===== src/rtl/spq_pkg.sv =====
// Package for the sorted priority queue: operation codes, the item and result
// structs and the command struct between the controller and the datapath.
// It depends on nothing else.
package spq_pkg;

    // Default number of cells in the queue.
    localparam int SPQ_DEPTH = 16;

    // Field widths.
    localparam int OP_W  = 2;
    localparam int KEY_W = 32;
    localparam int ID_W  = 8;
    localparam int OCC_W = 5;

    // Operation codes.
    localparam logic [OP_W-1:0] OP_PUSH  = 2'd0;
    localparam logic [OP_W-1:0] OP_POP   = 2'd1;
    localparam logic [OP_W-1:0] OP_QUERY = 2'd2;

    // One input transaction.
    typedef struct packed {
        logic [OP_W-1:0]  op;
        logic [KEY_W-1:0] key;
        logic [ID_W-1:0]  requester_id;
    } item_t;

    // One result transaction.
    typedef struct packed {
        logic [ID_W-1:0]  out_id;
        logic [KEY_W-1:0] out_key;
        logic             found;
        logic             empty_error;
        logic             full_error;
        logic [OCC_W-1:0] occupancy;
    } result_t;

    // Commands from the controller to the datapath.
    typedef struct packed {
        logic load;
        logic eval;
        logic commit;
    } cmd_t;

endpackage


===== src/rtl/spq_datapath.sv =====
// Datapath of the sorted priority queue: the shifting cell array, the entry
// count, the per-cell compare flags and the result register.
// Depends on spq_pkg.
module spq_datapath #(
    parameter int DEPTH = spq_pkg::SPQ_DEPTH
) (
    input  logic             clk,
    input  logic             rst_n,
    input  spq_pkg::cmd_t    cmd,
    input  spq_pkg::item_t   item,
    output spq_pkg::result_t result
);
    import spq_pkg::*;

    localparam int CW = $clog2(DEPTH + 1);

    // Latched transaction.
    logic [OP_W-1:0]  op_reg;
    logic [KEY_W-1:0] key_in_reg;
    logic [ID_W-1:0]  id_in_reg;

    // Cell array and entry count.
    logic [KEY_W-1:0] key_reg [DEPTH];
    logic [ID_W-1:0]  id_reg  [DEPTH];
    logic [KEY_W-1:0] key_next [DEPTH];
    logic [ID_W-1:0]  id_next  [DEPTH];
    logic [CW-1:0]    count_reg;
    logic [CW-1:0]    count_next;

    // Compare flags, one per cell, computed in the evaluate cycle.
    logic [DEPTH-1:0] gt_reg;
    logic [DEPTH-1:0] gt_next;
    logic [DEPTH-1:0] match_reg;
    logic [DEPTH-1:0] match_next;
    logic [DEPTH-1:0] shift_in;
    logic             full_reg;
    logic             empty_reg;

    logic             push_ok;
    logic             pop_ok;
    result_t          result_reg;
    result_t          result_next;
    logic [CW+OCC_W-1:0] occ_wide;

    // Transaction latch.
    always_ff @(posedge clk)
    begin
        if (cmd.load)
        begin
            op_reg     <= item.op;
            key_in_reg <= item.key;
            id_in_reg  <= item.requester_id;
        end
    end

    // Per-cell compares against the latched key and id; only valid cells count.
    always_comb
    begin
        for (int i = 0; i < DEPTH; i++)
        begin
            gt_next[i]    = (CW'(i) < count_reg) && (key_reg[i] > key_in_reg);
            match_next[i] = (CW'(i) < count_reg) && (id_reg[i] == id_in_reg);
        end
    end

    always_ff @(posedge clk)
    begin
        if (cmd.eval)
        begin
            gt_reg    <= gt_next;
            match_reg <= match_next;
            full_reg  <= (count_reg == CW'(DEPTH));
            empty_reg <= (count_reg == '0);
        end
    end

    assign push_ok  = (op_reg == OP_PUSH) && !full_reg;
    assign pop_ok   = (op_reg == OP_POP) && !empty_reg;
    assign shift_in = {gt_reg[DEPTH-2:0], 1'b0};

    // Next cell contents: a push shifts the larger keys one cell back and drops
    // the new entry into the gap; a pop shifts every cell one place forward.
    always_comb
    begin
        for (int i = 0; i < DEPTH; i++)
        begin
            key_next[i] = key_reg[i];
            id_next[i]  = id_reg[i];
        end
        if (push_ok)
        begin
            for (int i = 0; i < DEPTH; i++)
            begin
                if (!shift_in[i] && (gt_reg[i] || (CW'(i) == count_reg)))
                begin
                    key_next[i] = key_in_reg;
                    id_next[i]  = id_in_reg;
                end
            end
            for (int i = 1; i < DEPTH; i++)
            begin
                if (shift_in[i])
                begin
                    key_next[i] = key_reg[i-1];
                    id_next[i]  = id_reg[i-1];
                end
            end
        end
        else if (pop_ok)
        begin
            for (int i = 0; i < DEPTH - 1; i++)
            begin
                key_next[i] = key_reg[i+1];
                id_next[i]  = id_reg[i+1];
            end
        end
    end

    // Entry count after the operation.
    always_comb
    begin
        count_next = count_reg;
        if (push_ok)
        begin
            count_next = count_reg + CW'(1);
        end
        else if (pop_ok)
        begin
            count_next = count_reg - CW'(1);
        end
    end

    // Result fields; the occupancy carries the low bits of the count.
    assign occ_wide = {{OCC_W{1'b0}}, count_next};

    always_comb
    begin
        result_next.out_id      = pop_ok ? id_reg[0] : '0;
        result_next.out_key     = pop_ok ? key_reg[0] : '0;
        result_next.found       = (op_reg == OP_QUERY) && (|match_reg);
        result_next.empty_error = (op_reg == OP_POP) && empty_reg;
        result_next.full_error  = (op_reg == OP_PUSH) && full_reg;
        result_next.occupancy   = occ_wide[OCC_W-1:0];
    end

    // Cell array and result register.
    always_ff @(posedge clk)
    begin
        if (cmd.commit)
        begin
            for (int i = 0; i < DEPTH; i++)
            begin
                key_reg[i] <= key_next[i];
                id_reg[i]  <= id_next[i];
            end
            result_reg <= result_next;
        end
    end

    // Entry count.
    always_ff @(posedge clk or negedge rst_n)
    begin
        if (!rst_n)
        begin
            count_reg <= '0;
        end
        else if (cmd.commit)
        begin
            count_reg <= count_next;
        end
    end

    assign result = result_reg;

    // The count never exceeds the number of cells.
    assert property (@(posedge clk) disable iff (!rst_n) count_reg <= CW'(DEPTH))
        else $error("entry count above depth");

    // An accepted push adds exactly one entry.
    assert property (@(posedge clk) disable iff (!rst_n)
        (cmd.commit && push_ok) |=> (count_reg == CW'($past(count_reg) + CW'(1))))
        else $error("push did not add one entry");

endmodule


===== src/rtl/spq_ctrl.sv =====
// Controller of the sorted priority queue: sequences load, evaluate and
// commit, and drives busy and the result strobe.
// Depends on spq_pkg.
module spq_ctrl (
    input  logic          clk,
    input  logic          rst_n,
    input  logic          start,
    output logic          busy,
    output logic          done,
    output spq_pkg::cmd_t cmd
);
    import spq_pkg::*;

    localparam logic [1:0] ST_IDLE   = 2'd0;
    localparam logic [1:0] ST_EVAL   = 2'd1;
    localparam logic [1:0] ST_COMMIT = 2'd2;

    logic [1:0] state_reg;
    logic [1:0] state_next;
    logic       done_reg;
    logic       accept;

    // A new transaction may enter while the previous one commits.
    assign busy   = (state_reg == ST_EVAL);
    assign accept = start && !busy;

    always_comb
    begin
        cmd.load   = accept;
        cmd.eval   = (state_reg == ST_EVAL);
        cmd.commit = (state_reg == ST_COMMIT);
    end

    // Next state.
    always_comb
    begin
        case (state_reg)
            ST_IDLE:   state_next = accept ? ST_EVAL : ST_IDLE;
            ST_EVAL:   state_next = ST_COMMIT;
            ST_COMMIT: state_next = accept ? ST_EVAL : ST_IDLE;
            default:   state_next = ST_IDLE;
        endcase
    end

    // State and strobe registers.
    always_ff @(posedge clk or negedge rst_n)
    begin
        if (!rst_n)
        begin
            state_reg <= ST_IDLE;
            done_reg  <= 1'b0;
        end
        else
        begin
            state_reg <= state_next;
            done_reg  <= (state_reg == ST_COMMIT);
        end
    end

    assign done = done_reg;

    // An accepted transaction always makes the block busy for the next cycle.
    assert property (@(posedge clk) disable iff (!rst_n) accept |=> busy)
        else $error("accepted transaction not evaluated");

    // Busy lasts exactly one cycle.
    assert property (@(posedge clk) disable iff (!rst_n) busy |=> !busy)
        else $error("busy held more than one cycle");

    // Every evaluate cycle is followed by a result strobe, registered from the commit state.
    assert property (@(posedge clk) disable iff (!rst_n) busy |=> ##1 done)
        else $error("result strobe missing");

endmodule


===== src/rtl/sorted_priority_queue.sv =====
// Top level of the sorted priority queue: joins the controller and the
// datapath. Depends on spq_pkg, spq_ctrl and spq_datapath.
//
// A transaction (push, pop or query) is accepted on a clock edge with start
// high and busy low. busy is high for one cycle after each accepted
// transaction while every cell compares its key and id against the input in
// parallel; in the following cycle the cell array shifts and the result is
// registered. done is high for exactly one cycle, registered from the commit
// state, with result valid in that cycle only; the receiver cannot stall it.
// A new transaction may be accepted in the same cycle that the previous one
// commits, so back-to-back transactions pass in turn through the compare
// state and the shift state. No clearing pass is needed after reset.
module sorted_priority_queue #(
    parameter int DEPTH = spq_pkg::SPQ_DEPTH
) (
    input  logic             clk,
    input  logic             rst_n,
    input  logic             start,
    output logic             busy,
    input  spq_pkg::item_t   item,
    output logic             done,
    output spq_pkg::result_t result
);
    import spq_pkg::*;

    cmd_t cmd;

    spq_ctrl u_ctrl (
        .clk   (clk),
        .rst_n (rst_n),
        .start (start),
        .busy  (busy),
        .done  (done),
        .cmd   (cmd)
    );

    spq_datapath #(
        .DEPTH (DEPTH)
    ) u_datapath (
        .clk    (clk),
        .rst_n  (rst_n),
        .cmd    (cmd),
        .item   (item),
        .result (result)
    );

endmodule

===== config.mk =====
export PLATFORM = sky130hd
export DESIGN_NAME = sorted_priority_queue
export DESIGN_NICKNAME = d
export VERILOG_FILES = /design/src/rtl/spq_pkg.sv /design/src/rtl/spq_datapath.sv /design/src/rtl/spq_ctrl.sv /design/src/rtl/sorted_priority_queue.sv
export SDC_FILE = /design/constraint.sdc
export NUM_CORES = 2
export LEC_CHECK = 0
export BUFFER_PORTS_ARGS = -buffer_cell sky130_fd_sc_hd__clkbuf_2
export CAP_MARGIN = 20
export CORE_MARGIN = 2
export CORE_UTILIZATION = 58
export CTS_CLUSTER_SIZE = 10
export DETAILED_ROUTE_END_ITERATION = 6
export GPL_TIMING_DRIVEN = 0
export PLACE_DENSITY = 0.88
export SLEW_MARGIN = 20
export SYNTH_ARGS = -nofsm -noshare
export SYNTH_HDL_FRONTEND = slang
export SYNTH_SLANG_ARGS = --single-unit
export TNS_END_PERCENT = 100

===== constraint.sdc =====
create_clock -name clk -period 4.4 [get_ports clk]
set_input_delay 0.88 -clock clk [delete_from_list [all_inputs] [get_ports clk]]
set_output_delay 0.88 -clock clk [all_outputs]
set_load 0.005 [all_outputs]

Word-level counts from Yosys, hierarchy flattened
Memories as Yosys holds them, arrays and structs flattened.
Cells that the tools add are included.
Widths: inputs -> output; s select.
Storage, ports and cells
  register bits: 132
  memories kept: 2
  output and inout bits: 50
  memory bits (writable): 640
  logic and storage cells: 254
Memories
  u_datapath.key_reg: words 16, width 32, rd ports 16, clocked after memory_dff 0, wr ports 16, RTL line spq_datapath.sv:23  | logic [KEY_W-1:0] key_reg [DEPTH];
  u_datapath.id_reg: words 16, width 8, rd ports 16, clocked after memory_dff 0, wr ports 16, RTL line spq_datapath.sv:24  | logic [ID_W-1:0] id_reg [DEPTH];
Cells by class
  add/sub/neg operators: 2
  eq/ne operators: 36
  reductions and logical operators: 92
  multiplexer cells: 74
  $lt $le $gt $ge: 32
Operators by type and width (count)
  $mux 32: 32
  $mux 480: 2
  $gt 32x32->1: 16
  $mux 8: 32
  $mux 120: 2
  $eq 8x8->1: 16
  $logic_and 1x1->1: 53
  $eq 4x5->1 const A: 8
  $lt 4x5->1 const A: 8
  $eq 3x5->1 const A: 4
  $lt 3x5->1 const A: 4
  $logic_not 1->1: 18
  $logic_or 1x1->1: 16
  $reduce_or 16->1: 1
  $eq 2x5->1 const A: 2
  $lt 1x5->1 const A: 2
  $lt 2x5->1 const A: 2
  $mux 5: 2
  $add 5x1->5 const B: 1
  $eq 1x5->1 const A: 1
  $eq 5x5->1 const B: 1
  $logic_not 5->1: 1
  $sub 5x1->5 const B: 1
  $eq 2x1->1 const B: 2
  other kinds (5): 9

Depth between registers and ports, before layout
  depth in word-level cells: 6
  depth in mapped cells: 8

By module
Synthesis repeated with hierarchy kept, for this count alone.
Second synthesis, totals
  cells, all modules: 4571
  area, all modules: 49132.1 um2
By module, submodules not included
  spq_datapath: cells each 4562, times used 1, area an instance 49002.0 um2, seq. area each 23067.1 um2
  spq_ctrl: cells each 9, times used 1, area an instance 130.1 um2, seq. area each 75.1 um2

Least setup slack after synthesis
OpenSTA, ideal clock, no wires.
  kind: flip-flop to flip-flop
  start point: register, netlist name u_datapath.op_reg[1]
  end point: memory u_datapath.id_reg[15][0], enable pin
  buffers on the path: 3
  data arrival time: 4.116 ns
  required time: 3.913 ns
  library setup time: 0.487 ns
  stages on the path, launching flop included: 6
  setup slack: -0.203 ns
  clock period less this slack: 4.603 ns
  cells stage by stage: edfxtp_1 -> or3_1 -> buf_2 -> buf_6 -> clkbuf_1 -> nor3_1
RTL lines (RTL line)
  end, declared: spq_datapath.sv:24

Worst setup path in the final report
  start point: register u_datapath.key_in_reg[24]
  end point: register u_datapath.gt_reg[15], data pin
Between the ends
  word-level cells in the longest chain between the ends: 2
Ends and longest elaborated chain
  start, declared: RTL line spq_datapath.sv:19  | logic [KEY_W-1:0] key_in_reg;
  start signal, assigned: RTL line spq_datapath.sv:51  | key_in_reg <= item.key;
  $gt 32x32->1: RTL line spq_datapath.sv:61  | gt_next[i] = (CW'(i) < count_reg) && (key_reg[i] > key_in_reg);
  $logic_and 1x1->1: RTL line spq_datapath.sv:61
  net u_datapath.gt_next[15]: RTL line spq_datapath.sv:32  | logic [DEPTH-1:0] gt_next;
  end signal, assigned: RTL line spq_datapath.sv:70  | gt_reg <= gt_next;
  end, declared: RTL line spq_datapath.sv:31  | logic [DEPTH-1:0] gt_reg;
The timed path passes the listed nets, and every way through them passes these cells.
A chain may end at the register's enable or synchronous reset.

==> reports/results.ini <==
[route]
routedWlPerCell_um=25.32
ant_nets=0
wl_mm=150.5
firstDrtPassIters=7
viasPerCell=6.729
drc_errors=2
vias=39981
drt_iter0_markers=5714

[die]
core_area_sq_um=83820
die_w_um=295.2
die_h_um=295.2
rows=106
dieArea_sq_um=87120
ioPinCount=95
start_util_pct=58.66

[finish]
final_common_cell=edfxtp_1
final_cell_mix=edfxtp_1 (764), nand2_1 (750), o21ai_0 (561)
synthToLayoutAreaGrowth_pct=10.10
design_area_sq_um=54130
fillers=6332
multi_input_area_sq_um=24730
nNetsFinal=5333
layout-drive-gt1-share_pct=6.807
regArea_sq_um=23140
largest_reg_flops=512

[synth]
synth_cell_types=54
netlist_area_sq_um=49170
synth-edff-count=764
ys_seq_area_share_pct=47.07
yosysWarnings=0
ys_ff_latch=772
synthArstFlopShare_pct=1.036
syn_nets=5126
synth_area_per_cell_sq_um=10.77
yosys_most_used_dff=edfxtp_1
netlist_instances=4564

[global_route]
grt_pass1_wl_mm=224.5
grt_max_degree=40
antenna_found_initial=7
overflow=0
track_usage_pct=33.86
grt_pass1_vias=38684

[sta]
finalSetupTns_ps=0
period_share_pct=87.60
layout_setup_ws_ps=545.4
finalHoldViolCount=0
fmax_mhz=259.4
min_period_ps=3855
tightest_slew_ps=1224
clock_skew_ps=22.51
relSlewSlack_pct=18.38
slew_violations=0
rsz0062_at_grt=no
final-setup-viol-count=0

[pwr]
p_leak_nw=21.94
ir_worst_vdd_mv=0.4544
power.density_nw_per_um2=353.8

[clocking]
cts_setup_buffers=0
postCtsResizedCells=0
cts_sinks=772
clockBufferDepth=3
cts-hold-fix-buffers=0
root_buffer=clkbuf_16
cts_tree=done
clock_latency_ps=660
clk_pin_slew_ps=60
cts_made_buffers=89
cts.htree.levels=3

[status]
status=finished, violations left
violations=DRC

[setup_path]
rr_endpoint=u_datapath.gt_reg[15]$_DFFE_PP_
cp_max_fo=18
cp-end-kind=flop
cp.required_ps=4890
arrival_ps=4350
crit_path_start=u_datapath.key_in_reg[24]$_DFFE_PP_
worstSetupPathType=flop to flop
r2r_start=u_datapath.key_in_reg[24]$_DFFE_PP_
critPathLaunchType=flop
rrSetupSlack_ps=550
ff2ff_path_depth=7

[place]
place_area_sq_um=51650
gp_congestion=0.9937
port_buffers=94
place_hpwl_mm=117.4
dp_slack_ps=643.8

[flow_run]
maxCapViolCount=0

[worst_hold_path]
holdCritPathClass=primary input to async pin

[through the flow]
stage | hold slack (ps) | utilization (%) | power (mW) | std cells
floorplan | 408.0 | - | 11.14 | 4564
global placement | 419.5 | 60.94 | 12.20 | 5792
detailed placement | 469.1 | 61.63 | 12.39 | 5813
CTS | 70.21 | 64.55 | 18.94 | 5937
global route | 100.6 | 64.58 | 19.59 | 5942
finish | 97.63 | 64.58 | 19.15 | 5942
[cells in the mapped netlist (52+ instances only)]
library cell  count  area [sq um]
nand3_1          82         410.4
edfxtp_1        764         22940
o21ai_1         104         520.5
mux2i_1         560          5605
ha_1            517          6469
nand4_1         115         719.4
o21ai_0         561          2808
clkbuf_1        214         803.3
a21oi_1         205          1026
inv_1            52         195.2
nand2_1         750          2815
xnor2_1         112         980.9
buf_2            53         265.3
[cell type report]
| type | instances | area share, % |
|---|---|---|
| flip-flops and latches | 772 | 42.75 |
| well taps | 1134 | 2.621 |
| repair buffers | 116 | 1.710 |
| clock buffers | 118 | 4.472 |
| plain buffers | 288 | 2.330 |
| diodes | 4 | 0.01849 |
| multi-input cells | 3452 | 45.68 |
| clock inverters | 6 | 0.06240 |
| inverters | 52 | 0.3606 |
[kinds of logic (layout without fill, tap and decap cells)]
logic type,count (synthesis),count (layout),share of synthesized area (%)
XOR/XNOR,136,136,2.423
multiplexers,569,569,11.61
buffers and inverters,340,580,2.959
AND/OR/NAND/NOR,1183,1183,10.87
other,0,4,0
adder cells (fa/ha/maj),517,517,13.16
AO/OA/AOI/OAI,1047,1047,11.92
flip-flops,772,772,47.07
[report_power, final]
| part | internal [mW] | leakage [nW] | total [mW] | switching [mW] |
|---|---|---|---|---|
| Sequential | 8.44 | 7.09 | 8.71 | 0.270 |
| Clock | 3.78 | 1.19 | 6.70 | 2.92 |
| Combinational | 1.28 | 13.7 | 3.74 | 2.46 |
| Total | 13.5 | 21.9 | 19.2 | 5.65 |
[worst max-delay path: stages, from the launching register on]
cell,delay (ps)
edfxtp_1,800
inv_1,610
ha_1,500
nand4_1,140
nor4_1,840
a22oi_1,220
o211ai_1,280
o211a_1,290
[per-layer routing]
layer  global-route usage (%)  wire [um]  up-vias
met1                    45.43      57470    18901
li1                         -          -    17531
met3                    7.119      18430      472
met5                        0         23        -
met2                    50.61      64840     3073
met4                    20.50       9705        4
[worst max-delay path by stage]
| stage | to | slack (ps) |
|---|---|---|
| floorplan | u_datapath.id_reg[4][0]$_DFFE_PP_ | -150 |
| detailed placement | u_datapath.gt_reg[15]$_DFFE_PP_ | 640 |
| CTS | u_datapath.gt_reg[15]$_DFFE_PP_ | 600 |
| global route | u_datapath.gt_reg[15]$_DFFE_PP_ | 360 |
| finish | u_datapath.gt_reg[15]$_DFFE_PP_ | 550 |
| global placement | u_datapath.key_in_reg[29]$_DFFE_PP_ | -4080 |
Power figures use the tool's default switching activity.
